<file path="config.mk">
export PLATFORM = sky130hd
export DESIGN_NAME = nb_fractional_divider_planner_flat
export DESIGN_NICKNAME = d
export VERILOG_FILES = /design/src/design/nbfd_pkg.sv /design/src/design/nbfd_ifs.sv /design/src/design/nb_fractional_divider_planner.sv /design/src/flat_wrapper.sv
export SDC_FILE = /design/constraint.sdc
export NUM_CORES = 2
export LEC_CHECK = 0
export ABC_AREA = 1
export BUFFER_PORTS_ARGS = -buffer_cell sky130_fd_sc_hd__clkbuf_2
export CORE_ASPECT_RATIO = 1.4
export CORE_MARGIN = 2
export CORE_UTILIZATION = 60
export CTS_CLUSTER_DIAMETER = 150
export DETAILED_ROUTE_END_ITERATION = 6
export HOLD_SLACK_MARGIN = 0.05
export PLACE_DENSITY = 0.87
export SYNTH_ARGS = -nofsm -noshare
export SYNTH_HDL_FRONTEND = slang
export SYNTH_SLANG_ARGS = --single-unit
</file>
<file path="constraint.sdc">
create_clock -name i_clk -period 7.05 [get_ports i_clk]
set_input_delay 0.705 -clock i_clk [delete_from_list [all_inputs] [get_ports i_clk]]
set_output_delay 0.705 -clock i_clk [all_outputs]
set_load 0.01 [all_outputs]
</file>
<file path="src/design/nbfd_pkg.sv">
package nbfd_pkg;

    localparam int FREQ_W    = 18;
    localparam int FP_W      = 19;
    localparam int FM_W      = 20;
    localparam int M_W       = 20;
    localparam int DIV_W     = 56;
    localparam int DVS_W     = 32;
    localparam int CNT_W     = 6;
    localparam int P_W       = 31;
    localparam int Q_W       = 20;
    localparam int KK_W      = 9;
    localparam int PROD_W    = 40;
    localparam int CFG_IDX_W = 2;
    localparam int A_SHIFT   = 15;

    localparam logic [FM_W-1:0]  M_START_NUM  = 20'd50000;
    localparam logic [FM_W-1:0]  FM_LIMIT     = 20'd648533;
    localparam logic [FM_W-1:0]  K_STEP_M1    = 20'd2749;
    localparam logic [DVS_W-1:0] HALF_VCO_KHZ = 32'd5836800;
    localparam logic [DVS_W-1:0] V_NUMER      = 32'd1494220800;
    localparam logic [DVS_W-1:0] K_STEP       = 32'd2750;
    localparam logic [M_W-1:0]   M_MAX        = 20'd1023;
    localparam logic [M_W-1:0]   FLAG_COARSE  = 20'd10;
    localparam logic [6:0]       A_OFFSET     = 7'd113;

    localparam logic [1:0] KIND_ONE   = 2'd0;
    localparam logic [1:0] KIND_MIXED = 2'd1;
    localparam logic [1:0] KIND_TWO   = 2'd2;

    localparam logic [CFG_IDX_W-1:0] REG_MIN_KHZ = 2'd0;
    localparam logic [CFG_IDX_W-1:0] REG_MAX_KHZ = 2'd1;

    typedef logic [FREQ_W-1:0] t_khz;

    localparam t_khz MIN_KHZ_RST = 18'd1000;
    localparam t_khz MAX_KHZ_RST = 18'd200099;

endpackage

</file>
<file path="src/design/nbfd_ifs.sv">
interface nbfd_req_if;
    import nbfd_pkg::*;
    logic valid;
    logic ready;
    t_khz freq_khz;
    modport source (output valid, output freq_khz, input ready);
    modport sink (input valid, input freq_khz, output ready);
endinterface

interface nbfd_cfg_if;
    import nbfd_pkg::*;
    logic                 valid;
    logic                 ready;
    logic [CFG_IDX_W-1:0] index;
    t_khz                 data;
    modport source (output valid, output index, output data, input ready);
    modport sink (input valid, input index, input data, output ready);
endinterface

interface nbfd_plan_if;
    logic        valid;
    logic        ready;
    logic        ok;
    logic [9:0]  coarse_m;
    logic [37:0] fine_num;
    logic [29:0] fine_den;
    logic [31:0] a_word;
    logic [1:0]  run_class;
    logic        coarse_flag;
    logic        coarse_written;
    logic [9:0]  coarse_value;
    modport source (output valid, output ok, output coarse_m, output fine_num,
                    output fine_den, output a_word, output run_class, output coarse_flag,
                    output coarse_written, output coarse_value, input ready);
    modport sink (input valid, input ok, input coarse_m, input fine_num,
                  input fine_den, input a_word, input run_class, input coarse_flag,
                  input coarse_written, input coarse_value, output ready);
endinterface

</file>
<file path="src/design/nb_fractional_divider_planner.sv">
// Channel  | Dir | Payload
// i_cfg    | in  | index (0 min_khz, 1 max_khz), data
// i_req    | in  | freq_khz
// o_plan   | out | ok, coarse_m, fine_num, fine_den, a_word, run_class, coarse flag/written/value
//
// One transaction at a time: i_req.ready is high only while idle.
// Every division (hunt start, hunt modulo, gcd steps, p, q, K, A word, run base) runs
// on one shared restoring divider.
// Synchronous active-low reset returns to idle; config accepted every cycle.
// The result holds on o_plan until taken; no new request is taken meanwhile.
module nb_fractional_divider_planner #(
    parameter int RUN_LENGTH = 100,
    parameter int NORM_BITS  = 38
) (
    input  logic         i_clk,
    input  logic         i_rst_n,
    nbfd_cfg_if.sink     i_cfg,
    nbfd_req_if.sink     i_req,
    nbfd_plan_if.source  o_plan
);
    import nbfd_pkg::*;

    localparam int RI_W = $clog2(RUN_LENGTH + 1);
    localparam logic [DVS_W-1:0] RUN_DIV = DVS_W'(RUN_LENGTH);
    localparam logic [RI_W-1:0]  RUN_END = RI_W'(RUN_LENGTH);

    localparam logic [4:0] S_IDLE    = 5'd0;
    localparam logic [4:0] S_DIV     = 5'd1;
    localparam logic [4:0] S_PM_DIVD = 5'd2;
    localparam logic [4:0] S_PM_MODD = 5'd3;
    localparam logic [4:0] S_PM_END  = 5'd4;
    localparam logic [4:0] S_GCD     = 5'd5;
    localparam logic [4:0] S_GCDD    = 5'd6;
    localparam logic [4:0] S_PD      = 5'd7;
    localparam logic [4:0] S_QD      = 5'd8;
    localparam logic [4:0] S_KD      = 5'd9;
    localparam logic [4:0] S_MUL     = 5'd10;
    localparam logic [4:0] S_A       = 5'd11;
    localparam logic [4:0] S_AD      = 5'd12;
    localparam logic [4:0] S_NORM    = 5'd13;
    localparam logic [4:0] S_BASED   = 5'd14;
    localparam logic [4:0] S_RUN     = 5'd15;
    localparam logic [4:0] S_FIN     = 5'd16;
    localparam logic [4:0] S_OUT     = 5'd17;

    logic [4:0]           r_state, n_state, r_ret, n_ret;
    t_khz                 r_min, r_max;
    logic [DIV_W-1:0]     r_dvd, n_dvd;
    logic [DVS_W-1:0]     r_rem, n_rem, r_dvs, n_dvs;
    logic [CNT_W-1:0]     r_cnt, n_cnt;
    t_khz                 r_f, n_f;
    logic [FP_W-1:0]      r_fp, n_fp;
    logic                 r_main, n_main;
    logic [M_W-1:0]       r_m, n_m, r_m0, n_m0;
    logic [FM_W-1:0]      r_fm, n_fm, r_fm0, n_fm0, r_fmm, n_fmm;
    logic [9:0]           r_mm, n_mm;
    logic [DVS_W-1:0]     r_ga, n_ga, r_gb, n_gb, r_g, n_g;
    logic [P_W-1:0]       r_p, n_p;
    logic [Q_W-1:0]       r_q, n_q;
    logic [KK_W-1:0]      r_kk, n_kk;
    logic [PROD_W-1:0]    r_prod, n_prod;
    logic [31:0]          r_a, n_a;
    logic [NORM_BITS-1:0] r_num, n_num;
    logic [29:0]          r_den, n_den;
    t_khz                 r_base, n_base;
    logic [RI_W-1:0]      r_i, n_i;
    logic                 r_any1, n_any1, r_any2, n_any2, r_off10, n_off10;
    logic                 r_ok, n_ok;
    logic [1:0]           r_kind, n_kind;
    logic                 r_flag, n_flag, r_wr, n_wr;
    logic [9:0]           r_cv, n_cv;

    logic [DVS_W-1:0]  w_rem_sh;
    logic [DVS_W:0]    w_diff;
    logic [FM_W-1:0]   w_nstart, w_fm_inc;
    logic [M_W-1:0]    w_m_inc;
    logic [FP_W-1:0]   w_fp_run;
    logic [PROD_W-1:0] w_prod;
    logic [PROD_W:0]   w_sum;
    logic [DVS_W-1:0]  w_q7;
    logic [63:0]       w_num64;

    assign w_rem_sh = {r_rem[DVS_W-2:0], r_dvd[DIV_W-1]};
    assign w_diff   = {1'b0, w_rem_sh} - {1'b0, r_dvs};
    assign w_nstart = M_START_NUM + FM_W'(r_fp) - FM_W'(1);
    assign w_fm_inc = r_fm + FM_W'(r_fp);
    assign w_m_inc  = r_m + M_W'(1);
    assign w_fp_run = FP_W'(r_base) + FP_W'(r_i);
    assign w_prod   = r_kk * r_p;
    assign w_sum    = {1'b0, r_prod} + (PROD_W+1)'(r_q) * (PROD_W+1)'(A_OFFSET);
    assign w_q7     = (DVS_W'(r_q) << 3) - DVS_W'(r_q);
    assign w_num64  = 64'(r_num);

    always_comb begin
        n_state = r_state;  n_ret = r_ret;
        n_dvd = r_dvd;  n_rem = r_rem;  n_dvs = r_dvs;  n_cnt = r_cnt;
        n_f = r_f;  n_fp = r_fp;  n_main = r_main;
        n_m = r_m;  n_m0 = r_m0;  n_fm = r_fm;  n_fm0 = r_fm0;  n_fmm = r_fmm;  n_mm = r_mm;
        n_ga = r_ga;  n_gb = r_gb;  n_g = r_g;  n_p = r_p;  n_q = r_q;  n_kk = r_kk;
        n_prod = r_prod;  n_a = r_a;  n_num = r_num;  n_den = r_den;
        n_base = r_base;  n_i = r_i;  n_any1 = r_any1;  n_any2 = r_any2;  n_off10 = r_off10;
        n_ok = r_ok;  n_kind = r_kind;  n_flag = r_flag;  n_wr = r_wr;  n_cv = r_cv;
        case (r_state)
            S_IDLE: begin
                if (i_req.valid) begin
                    n_f = i_req.freq_khz;
                    n_ok = 1'b0;
                    if (i_req.freq_khz == '0 || i_req.freq_khz < r_min
                        || i_req.freq_khz > r_max) begin
                        n_state = S_OUT;
                    end else begin
                        n_fp   = FP_W'(i_req.freq_khz);
                        n_main = 1'b1;
                        n_dvd  = DIV_W'(M_START_NUM + FM_W'(i_req.freq_khz) - FM_W'(1));
                        n_rem  = '0;
                        n_dvs  = DVS_W'(i_req.freq_khz);
                        n_cnt  = CNT_W'(DIV_W);
                        n_ret  = S_PM_DIVD;
                        n_state = S_DIV;
                    end
                end
            end
            S_DIV: begin
                n_rem = w_diff[DVS_W] ? w_rem_sh : w_diff[DVS_W-1:0];
                n_dvd = {r_dvd[DIV_W-2:0], ~w_diff[DVS_W]};
                n_cnt = r_cnt - CNT_W'(1);
                if (r_cnt == CNT_W'(1)) begin
                    n_state = r_ret;
                end
            end
            S_PM_DIVD: begin
                // m0 = ceil(50000/f), f*m0 = N - remainder
                n_m0  = r_dvd[M_W-1:0];
                n_m   = r_dvd[M_W-1:0];
                n_fm0 = w_nstart - r_rem[FM_W-1:0];
                n_fm  = w_nstart - r_rem[FM_W-1:0];
                n_dvd = DIV_W'(HALF_VCO_KHZ);
                n_rem = '0;
                n_dvs = DVS_W'(w_nstart - r_rem[FM_W-1:0]);
                n_cnt = CNT_W'(DIV_W);
                n_ret = S_PM_MODD;
                n_state = S_DIV;
            end
            S_PM_MODD: begin
                if (r_rem != '0) begin
                    n_state = S_PM_END;
                end else if (w_fm_inc > FM_LIMIT) begin
                    n_m  = r_m0;
                    n_fm = r_fm0;
                    n_state = S_PM_END;
                end else begin
                    n_m   = w_m_inc;
                    n_fm  = w_fm_inc;
                    n_dvd = DIV_W'(HALF_VCO_KHZ);
                    n_rem = '0;
                    n_dvs = DVS_W'(w_fm_inc);
                    n_cnt = CNT_W'(DIV_W);
                    n_ret = S_PM_MODD;
                    n_state = S_DIV;
                end
            end
            S_PM_END: begin
                if (r_main) begin
                    if (r_m > M_MAX) begin
                        n_state = S_OUT;
                    end else begin
                        n_mm  = r_m[9:0];
                        n_fmm = r_fm;
                        n_ga  = V_NUMER;
                        n_gb  = DVS_W'(r_fm);
                        n_state = S_GCD;
                    end
                end else begin
                    if (r_m == M_W'(1)) begin
                        n_any1 = 1'b1;
                    end else begin
                        n_any2 = 1'b1;
                        if (r_m - M_W'(1) != FLAG_COARSE) begin
                            n_off10 = 1'b1;
                        end
                    end
                    n_i = r_i + RI_W'(1);
                    n_state = S_RUN;
                end
            end
            S_GCD: begin
                n_rem = '0;
                n_cnt = CNT_W'(DIV_W);
                n_state = S_DIV;
                if (r_gb == '0) begin
                    n_g   = r_ga;
                    n_dvd = DIV_W'(V_NUMER);
                    n_dvs = r_ga;
                    n_ret = S_PD;
                end else begin
                    n_dvd = DIV_W'(r_ga);
                    n_dvs = r_gb;
                    n_ret = S_GCDD;
                end
            end
            S_GCDD: begin
                n_ga = r_gb;
                n_gb = r_rem;
                n_state = S_GCD;
            end
            S_PD: begin
                n_p   = r_dvd[P_W-1:0];
                n_dvd = DIV_W'(r_fmm);
                n_rem = '0;
                n_dvs = r_g;
                n_cnt = CNT_W'(DIV_W);
                n_ret = S_QD;
                n_state = S_DIV;
            end
            S_QD: begin
                n_q   = r_dvd[Q_W-1:0];
                n_dvd = DIV_W'(r_fmm + K_STEP_M1);
                n_rem = '0;
                n_dvs = K_STEP;
                n_cnt = CNT_W'(DIV_W);
                n_ret = S_KD;
                n_state = S_DIV;
            end
            S_KD: begin
                n_kk = r_dvd[KK_W-1:0];
                n_state = S_MUL;
            end
            S_MUL: begin
                n_prod = w_prod;
                n_state = S_A;
            end
            S_A: begin
                n_dvd = DIV_W'(w_sum) << A_SHIFT;
                n_rem = '0;
                n_dvs = w_q7;
                n_cnt = CNT_W'(DIV_W);
                n_ret = S_AD;
                n_state = S_DIV;
            end
            S_AD: begin
                n_a   = r_dvd[31:0];
                n_num = NORM_BITS'(r_p);
                n_den = 30'(r_q);
                n_state = S_NORM;
            end
            S_NORM: begin
                if (!r_num[NORM_BITS-1]) begin
                    n_num = {r_num[NORM_BITS-2:0], 1'b0};
                    n_den = {r_den[28:0], 1'b0};
                end else begin
                    n_dvd = DIV_W'(r_f);
                    n_rem = '0;
                    n_dvs = RUN_DIV;
                    n_cnt = CNT_W'(DIV_W);
                    n_ret = S_BASED;
                    n_state = S_DIV;
                end
            end
            S_BASED: begin
                n_base  = r_f - FREQ_W'(r_rem);
                n_i     = '0;
                n_any1  = 1'b0;
                n_any2  = 1'b0;
                n_off10 = 1'b0;
                n_state = S_RUN;
            end
            S_RUN: begin
                if (r_i == RUN_END) begin
                    n_state = S_FIN;
                end else if (w_fp_run == '0) begin
                    n_i = r_i + RI_W'(1);
                end else begin
                    n_fp   = w_fp_run;
                    n_main = 1'b0;
                    n_dvd  = DIV_W'(M_START_NUM + FM_W'(w_fp_run) - FM_W'(1));
                    n_rem  = '0;
                    n_dvs  = DVS_W'(w_fp_run);
                    n_cnt  = CNT_W'(DIV_W);
                    n_ret  = S_PM_DIVD;
                    n_state = S_DIV;
                end
            end
            S_FIN: begin
                n_ok = 1'b1;
                n_flag = 1'b0;
                if (!r_any2) begin
                    n_kind = KIND_ONE;
                    n_wr   = 1'b0;
                end else if (r_any1) begin
                    n_kind = KIND_MIXED;
                    n_wr   = 1'b1;
                    n_flag = (r_mm == 10'd1);
                end else begin
                    n_kind = KIND_TWO;
                    n_wr   = r_off10;
                end
                if (n_wr) begin
                    n_cv = n_flag ? FLAG_COARSE[9:0] : r_mm - 10'd1;
                end else begin
                    n_cv = '0;
                end
                n_state = S_OUT;
            end
            S_OUT: begin
                if (o_plan.ready) begin
                    n_state = S_IDLE;
                end
            end
            default: n_state = S_IDLE;
        endcase
    end

    always_ff @(posedge i_clk) begin
        if (!i_rst_n) begin
            r_state <= S_IDLE;
            r_min   <= MIN_KHZ_RST;
            r_max   <= MAX_KHZ_RST;
        end else begin
            r_state <= n_state;
            if (i_cfg.valid) begin
                if (i_cfg.index == REG_MIN_KHZ) begin
                    r_min <= i_cfg.data;
                end else if (i_cfg.index == REG_MAX_KHZ) begin
                    r_max <= i_cfg.data;
                end
            end
        end
    end

    always_ff @(posedge i_clk) begin
        r_ret <= n_ret;  r_dvd <= n_dvd;  r_rem <= n_rem;  r_dvs <= n_dvs;  r_cnt <= n_cnt;
        r_f <= n_f;  r_fp <= n_fp;  r_main <= n_main;
        r_m <= n_m;  r_m0 <= n_m0;  r_fm <= n_fm;  r_fm0 <= n_fm0;  r_fmm <= n_fmm;
        r_mm <= n_mm;  r_ga <= n_ga;  r_gb <= n_gb;  r_g <= n_g;  r_p <= n_p;  r_q <= n_q;
        r_kk <= n_kk;  r_prod <= n_prod;  r_a <= n_a;  r_num <= n_num;  r_den <= n_den;
        r_base <= n_base;  r_i <= n_i;  r_any1 <= n_any1;  r_any2 <= n_any2;
        r_off10 <= n_off10;  r_ok <= n_ok;  r_kind <= n_kind;  r_flag <= n_flag;
        r_wr <= n_wr;  r_cv <= n_cv;
    end

    assign i_cfg.ready = 1'b1;
    assign i_req.ready = (r_state == S_IDLE);

    assign o_plan.valid          = (r_state == S_OUT);
    assign o_plan.ok             = r_ok;
    assign o_plan.coarse_m       = r_ok ? r_mm : '0;
    assign o_plan.fine_num       = r_ok ? w_num64[37:0] : '0;
    assign o_plan.fine_den       = r_ok ? r_den : '0;
    assign o_plan.a_word         = r_ok ? r_a : '0;
    assign o_plan.run_class      = r_ok ? r_kind : '0;
    assign o_plan.coarse_flag    = r_ok & r_flag;
    assign o_plan.coarse_written = r_ok & r_wr;
    assign o_plan.coarse_value   = r_ok ? r_cv : '0;

    a_norm_top: assert property (@(posedge i_clk) disable iff (!i_rst_n)
        (o_plan.valid && o_plan.ok) |-> r_num[NORM_BITS-1])
        else $error("fine numerator not normalized");

    a_div_nonzero: assert property (@(posedge i_clk) disable iff (!i_rst_n)
        (r_state == S_DIV) |-> (r_dvs != '0))
        else $error("divider started with zero divisor");

    a_bad_zero: assert property (@(posedge i_clk) disable iff (!i_rst_n)
        (o_plan.valid && !o_plan.ok) |-> (o_plan.coarse_m == '0 && o_plan.a_word == '0
            && o_plan.coarse_written == 1'b0))
        else $error("rejected plan carries data");

    a_busy: assert property (@(posedge i_clk) disable iff (!i_rst_n)
        (i_req.valid && i_req.ready) |=> !i_req.ready)
        else $error("request taken while busy");

endmodule
</file>
<file path="src/flat_wrapper.sv">
// flat-port wrapper written by rule: the top's interface ports become plain ports
module nb_fractional_divider_planner_flat import nbfd_pkg::*;
#(
    parameter int RUN_LENGTH = 100,
    parameter int NORM_BITS  = 38
)
  (i_clk, i_rst_n, i_cfg_valid, i_cfg_index, i_cfg_data, i_cfg_ready, i_req_valid, i_req_freq_khz, i_req_ready, o_plan_valid, o_plan_ok, o_plan_coarse_m, o_plan_fine_num, o_plan_fine_den, o_plan_a_word, o_plan_run_class, o_plan_coarse_flag, o_plan_coarse_written, o_plan_coarse_value, o_plan_ready);
  nbfd_cfg_if i_cfg_i ();
  nbfd_req_if i_req_i ();
  nbfd_plan_if o_plan_i ();
  input  logic i_clk;
  input  logic i_rst_n;
  input wire logic [$bits(i_cfg_i.valid)-1:0] i_cfg_valid;
  input wire logic [$bits(i_cfg_i.index)-1:0] i_cfg_index;
  input wire logic [$bits(i_cfg_i.data)-1:0] i_cfg_data;
  output wire logic [$bits(i_cfg_i.ready)-1:0] i_cfg_ready;
  input wire logic [$bits(i_req_i.valid)-1:0] i_req_valid;
  input wire logic [$bits(i_req_i.freq_khz)-1:0] i_req_freq_khz;
  output wire logic [$bits(i_req_i.ready)-1:0] i_req_ready;
  output wire logic [$bits(o_plan_i.valid)-1:0] o_plan_valid;
  output wire logic [$bits(o_plan_i.ok)-1:0] o_plan_ok;
  output wire logic [$bits(o_plan_i.coarse_m)-1:0] o_plan_coarse_m;
  output wire logic [$bits(o_plan_i.fine_num)-1:0] o_plan_fine_num;
  output wire logic [$bits(o_plan_i.fine_den)-1:0] o_plan_fine_den;
  output wire logic [$bits(o_plan_i.a_word)-1:0] o_plan_a_word;
  output wire logic [$bits(o_plan_i.run_class)-1:0] o_plan_run_class;
  output wire logic [$bits(o_plan_i.coarse_flag)-1:0] o_plan_coarse_flag;
  output wire logic [$bits(o_plan_i.coarse_written)-1:0] o_plan_coarse_written;
  output wire logic [$bits(o_plan_i.coarse_value)-1:0] o_plan_coarse_value;
  input wire logic [$bits(o_plan_i.ready)-1:0] o_plan_ready;
  assign i_cfg_i.valid = i_cfg_valid;
  assign i_cfg_i.index = i_cfg_index;
  assign i_cfg_i.data = i_cfg_data;
  assign i_cfg_ready = i_cfg_i.ready;
  assign i_req_i.valid = i_req_valid;
  assign i_req_i.freq_khz = i_req_freq_khz;
  assign i_req_ready = i_req_i.ready;
  assign o_plan_valid = o_plan_i.valid;
  assign o_plan_ok = o_plan_i.ok;
  assign o_plan_coarse_m = o_plan_i.coarse_m;
  assign o_plan_fine_num = o_plan_i.fine_num;
  assign o_plan_fine_den = o_plan_i.fine_den;
  assign o_plan_a_word = o_plan_i.a_word;
  assign o_plan_run_class = o_plan_i.run_class;
  assign o_plan_coarse_flag = o_plan_i.coarse_flag;
  assign o_plan_coarse_written = o_plan_i.coarse_written;
  assign o_plan_coarse_value = o_plan_i.coarse_value;
  assign o_plan_i.ready = o_plan_ready;
  nb_fractional_divider_planner #(.RUN_LENGTH(RUN_LENGTH), .NORM_BITS(NORM_BITS)) u_core (.i_clk(i_clk), .i_rst_n(i_rst_n), .i_cfg(i_cfg_i), .i_req(i_req_i), .o_plan(o_plan_i));
endmodule
</file>
; ---- Word level (Yosys, flattened, before mapping)
; Index checks and enable logic that the tools add are counted.
[totals]
regBits = 659
in_bits = 43
output_inout_bits = 128
wordCells = 262
[classes]
addsub = 20
n_mul = 2
order_cmp = 4
eq_ne = 41
mux = 112
bitwise = 6
n_reduce_logical = 38
[op_table]
columns = cell, n
row1 = two-way mux 32 bit, 22
row2 = case mux 56 bit (10 select lines), 1
row3 = two-way mux 56 bit, 7
row4 = case mux 32 bit (9 select lines), 1
row5 = case mux 32 bit (6 select lines), 1
row6 = case mux 32 bit (2 select lines), 2
row7 = subtractor 56 x 1 -> 56 bit (second input constant), 2
row8 = two-way mux 5 bit, 17
row9 = two-way mux 20 bit, 4
row10 = case mux 20 bit (2 select lines), 2
row11 = two-way mux 19 bit, 4
row12 = two-way mux 38 bit, 2
row13 = case mux 38 bit (2 select lines), 1
row14 = case mux 5 bit (14 select lines), 1
row15 = two-way mux 30 bit, 2
row16 = case mux 30 bit (2 select lines), 1
row17 = case mux 5 bit (9 select lines), 1
row18 = two-way mux 6 bit, 7
row19 = adder 40 x 27 -> 41 bit, 1
row20 = adder 16 x 19 -> 20 bit (first input constant), 2
row21 = == test 5 x 4 -> 1 bit (second input constant), 8
row22 = multiplier 9 x 31 -> 40 bit, 1
row23 = subtractor 20 x 1 -> 20 bit (second input constant), 2
row24 = case mux 19 bit (2 select lines), 1
row25 = 61 further kinds, 130

; ---- Depth between registers and ports, before layout
[depth]
ltp_word = 6
ltp_mapped = 25
ltp_nobuf = 25

; ---- Least setup slack after synthesis
; Ideal clock, no wire load.
[synth_path]
kind = flip-flop to flip-flop
start = register u_core.r_m[15]
end = register u_core.r_ga[0] (enable)
setup_ns = 0.582
arrival_ns = 5.822
slack_ns = 0.647
stages_incl_launch_ff = 7
n_path_buf = 1
synth_period_minus_slack_ns = 6.403
cell_sequence = edfxtp_1 -> clkbuf_1 -> nor2_1 -> nand2_1 -> nor4_1 -> nor2_1 -> a211oi_1
[synth_between]
elab_chain_cells = 3
[synth_rtl]
columns = item, line
row1 = start: declaration, nb_fractional_divider_planner.sv:54  ; logic [M_W-1:0] r_m, n_m, r_m0, n_m0;
row2 = start signal: assignment, nb_fractional_divider_planner.sv:333  ; r_m <= n_m; r_m0 <= n_m0; r_fm <= n_fm; r_fm0 <= n_fm0; r_fmm <= n_fmm;
row3 = > comparator 20 x 10 -> 1 bit, nb_fractional_divider_planner.sv:164  ; if (r_m > M_MAX) begin
row4 = inequality test 2 bit (no source line), n/a
row5 = AND reduction 3 bit (no source line), n/a
row6 = end signal: assignment, nb_fractional_divider_planner.sv:334  ; r_mm <= n_mm; r_ga <= n_ga; r_gb <= n_gb; r_g <= n_g; r_p <= n_p; r_q <= n_q;
row7 = end: declaration, nb_fractional_divider_planner.sv:57  ; logic [DVS_W-1:0] r_ga, n_ga, r_gb, n_gb, r_g, n_g;
; No other way between the ends.
; A chain may end at the register's enable or synchronous reset.

; ---- Worst setup path after layout
[layout_path]
start = register u_core.r_q[2]
end = register u_core.r_dvd[41] (data pin)
[layout_between]
elab_chain_cells = 3
[layout_rtl]
columns = item, line
row1 = start: declaration, nb_fractional_divider_planner.sv:59  ; logic [Q_W-1:0] r_q, n_q;
row2 = start signal: assignment, nb_fractional_divider_planner.sv:334
row3 = multiplier 20 x 7 -> 27 bit, nb_fractional_divider_planner.sv:90  ; assign w_sum = {1'b0, r_prod} + (PROD_W+1)'(r_q) * (PROD_W+1)'(A_OFFSET);
row4 = adder 40 x 27 -> 41 bit, nb_fractional_divider_planner.sv:90
row5 = case mux 56 bit (10 select lines), nb_fractional_divider_planner.sv:103  ; case (r_state)
row6 = via u_core.n_dvd[41], nb_fractional_divider_planner.sv:48  ; logic [DIV_W-1:0] r_dvd, n_dvd;
row7 = end signal: assignment, nb_fractional_divider_planner.sv:331  ; r_ret <= n_ret; r_dvd <= n_dvd; r_rem <= n_rem; r_dvs <= n_dvs; r_cnt <= n_cnt;
row8 = end: declaration, nb_fractional_divider_planner.sv:48
; The timed path passes the listed nets, and every way through them passes these cells.

==> flow_summary.json <==
{
  "outcome": "complete, but fails checks",
  "violations": "design-rule violations",
  "routed_wl_mm": 167.1,
  "synth_most_common_cell": "nand2_1",
  "start_util_pct": 60.46,
  "die-area_sq_um": 85890,
  "cts_setup_buffers": 0,
  "powerDensity_nw_per_um2": 464.8,
  "syn_area_sq_um": 50120,
  "period_minus_slack_ns": 6.124,
  "r2r_slack_ns": 0.93,
  "final_area_sq_um": 54520,
  "synthCells": 5960,
  "dr_wl_met3_mm": 14.31,
  "route.met2.wl_mm": 80.13,
  "cts-htree-levels": 3,
  "antenna_found_initial": 8,
  "ys_ff_latch": 658,
  "drv_slew": 0,
  "clk_pin_slew_ns": 0.06,
  "cts_buffers": 71,
  "cts_tree": "yes",
  "final_util_pct": 65.78,
  "cts_resized": 0,
  "clk_path_buf_depth": 3,
  "coreArea_sq_um": 82890,
  "arrival_ns": 6.49,
  "start_kind": "register",
  "ioPinCount": 171,
  "layout.cells.non_filler": 7230,
  "synth_cell_types": 66,
  "maxSlewHeadroom_pct": 9.358,
  "yosysWarnings": 0,
  "fmax_mhz": 163.3,
  "synthArstFlopShare_pct": 0,
  "p_leak_uw": 0.02659,
  "worst_setup_path_end_kind": "register",
  "drt-initial-drc-count": 4450,
  "first_pass_iters": 7,
  "root_buffer": "clkbuf_16",
  "yosysTopAreaCell": "edfxtp_1",
  "holdCritPathClass": "in -> reg",
  "grt.overflow.total": 0,
  "die_w_um": 248.3,
  "die_height_um": 346.0,
  "place_congestion": 1.134,
  "syn2layout_area_growth_pct": 8.793,
  "viasPerCell": 5.962,
  "port_buffers": 169,
  "rows": 125,
  "crit_type": "reg -> reg",
  "synth_area_per_cell_sq_um": 8.409,
  "drive_above_1_share_pct": 7.227,
  "grt_max_degree": 82,
  "cp.required_ns": 7.41,
  "n_fill_cell": 6704,
  "tightest_slew_ns": 1.349,
  "post_dp_cell_area_sq_um": 52150,
  "cts.sinks": 658,
  "vdd_drop_max_v": 0.0003081,
  "yosysTopAreaCellShare_pct": 36.97,
  "wl_met1_mm": 53.97,
  "drc_errors": 10,
  "hold_buffers": 0,
  "setup_viol": 0,
  "yosys-top-cells-count": "nand2_1, inv_1, edfxtp_1",
  "finalClockSkew_ns": 0.04883,
  "clk_latency_ns": 0.67,
  "rsz0062_at_grt": "false",
  "ant_nets": 0,
  "dp.cells": 7092,
  "final.period_utilization_pct": 86.86,
  "setup_tns_ns": 0,
  "fin_nets": 6706,
  "first_global_vias": 43690,
  "synth_area_leaders": "edfxtp_1, fa_1, nand2_1",
  "ys.flop_type": "edfxtp_1",
  "grt.total_usage_pct": 39.33,
  "wl_per_cell_um": 23.11,
  "hpwl_mm": 129.4,
  "hold_violations": 0,
  "synth_edf_count": 617,
  "grt_pass1_wl_mm": 251.6,
  "vias": 43110,
  "maxCapViolCount": 0,
  "top_layer": "met5",
  "yosysSeqAreaShare_pct": 38.61,
  "worstPathMaxFanout": 6
}
-- area by class of cell --
class                      instances  area, sq um  share of cell area, %
antenna                            7        17.52                0.03213
clock buffer                      81         1836                  3.367
clock inverter                    50        524.3                 0.9615
inverter                        1277         4796                  8.796
multi-input combinational       3853        25380                  46.56
sequential                       658        19350                  35.49
tap                             1079         1350                  2.476
timing repair buffer             225         1266                  2.322
-- where the power goes --
part	internal (uW)	switching, uW
logic	4530	9840
clock network	2190	1730
registers	6050	1010
-- state kept, by name, indices dropped and copies added, names as in the netlist, 19 cells and up --
| name | cells |
|---|---|
| u_core.r_a | 32 |
| u_core.r_den | 30 |
| u_core.r_dvd | 56 |
| u_core.r_dvs | 32 |
| u_core.r_fm | 20 |
| u_core.r_fm0 | 20 |
| u_core.r_fmm | 20 |
| u_core.r_fp | 19 |
| u_core.r_g | 32 |
| u_core.r_ga | 32 |
| u_core.r_gb | 32 |
| u_core.r_m | 20 |
| u_core.r_m0 | 20 |
| u_core.r_num | 38 |
| u_core.r_p | 31 |
| u_core.r_prod | 40 |
| u_core.r_q | 20 |
| u_core.r_rem | 32 |
-- worst max-delay path: stages, from the launching register on --
cell      delay [ns]
edfxtp_1        0.54
inv_1           0.24
fa_1            0.55
inv_1           0.04
ha_1            0.27
inv_1           0.05
fa_1            0.51
fa_1            0.56
inv_1           0.05
ha_1            0.32
a21oi_1         0.13
o21ai_0         0.15
a21boi_0        1.00
inv_1           0.19
nand2_1         0.11
nand2_1         0.11
a21boi_0        0.28
o21ai_0         0.20
nand2_1         0.10
nand2_1         0.06
o21ai_0         0.28
nand2_1         0.08
-- metrics by stage --
step	setup WS [ns]	hold WS (ns)	power (uW)
2_1_floorplan	0.6468	0.4206	16190
3_3_place_gp	1.355	0.4312	20650
3_5_place_dp	1.354	0.4410	20890
4_1_cts	1.295	0.2601	24870
5_1_grt	0.7374	0.3077	26900
6_report	0.9261	0.2828	25340
-- final timing paths --
| path | from | endpoint | cells after the start |
|---|---|---|---|
| max | u_core.r_q[2]$_DFFE_PP_ | u_core.r_dvd[41]$_DFFE_PP_ | 21 |
| min | i_cfg_data[17] | u_core.r_max[17]$_SDFFE_PN1P_ | 3 |
| max reg2reg | u_core.r_q[2]$_DFFE_PP_ | u_core.r_dvd[41]$_DFFE_PP_ | 21 |
| min reg2reg | u_core.r_ga[13]$_SDFFCE_PN0P_ | u_core.r_g[13]$_DFFE_PP_ | 0 |
-- cells in the final DEF (no fill, tap or decap), types with 56 or more instances in the layout --
cell,Yosys,final
nand3_1,226,226
inv_1,1259,1258
clkbuf_16,0,72
buf_4,3,56
nor2_1,416,400
nand4_1,67,67
xor2_1,98,98
o21ai_0,313,313
clkbuf_2,0,169
edfxtp_1,617,617
nand2_1,1261,1259
fa_1,264,264
a21oi_1,337,337
ha_1,313,313
-- logic make-up (layout without fill, tap and decap cells) --
logic type	Yosys count	in the layout	synth area share, %
buffers and inverters	1450	1633	10.98
other	2	10	0.01499
adders and majority gates	577	577	18.36
DFF	658	658	38.61
xor gates and xnor gates	149	149	2.604
and+or+nand+nor	2145	2145	17.84
AOI/OAI and AO/OA	979	979	11.59
-- routing by layer --
metal	track usage (%)	vias to the layer above
met5	0	-
met3	7.657	826
met2	65.67	2534
met1	41.59	20120
met4	35.50	4
li1	-	19620
(Power assumes the default switching activity.)
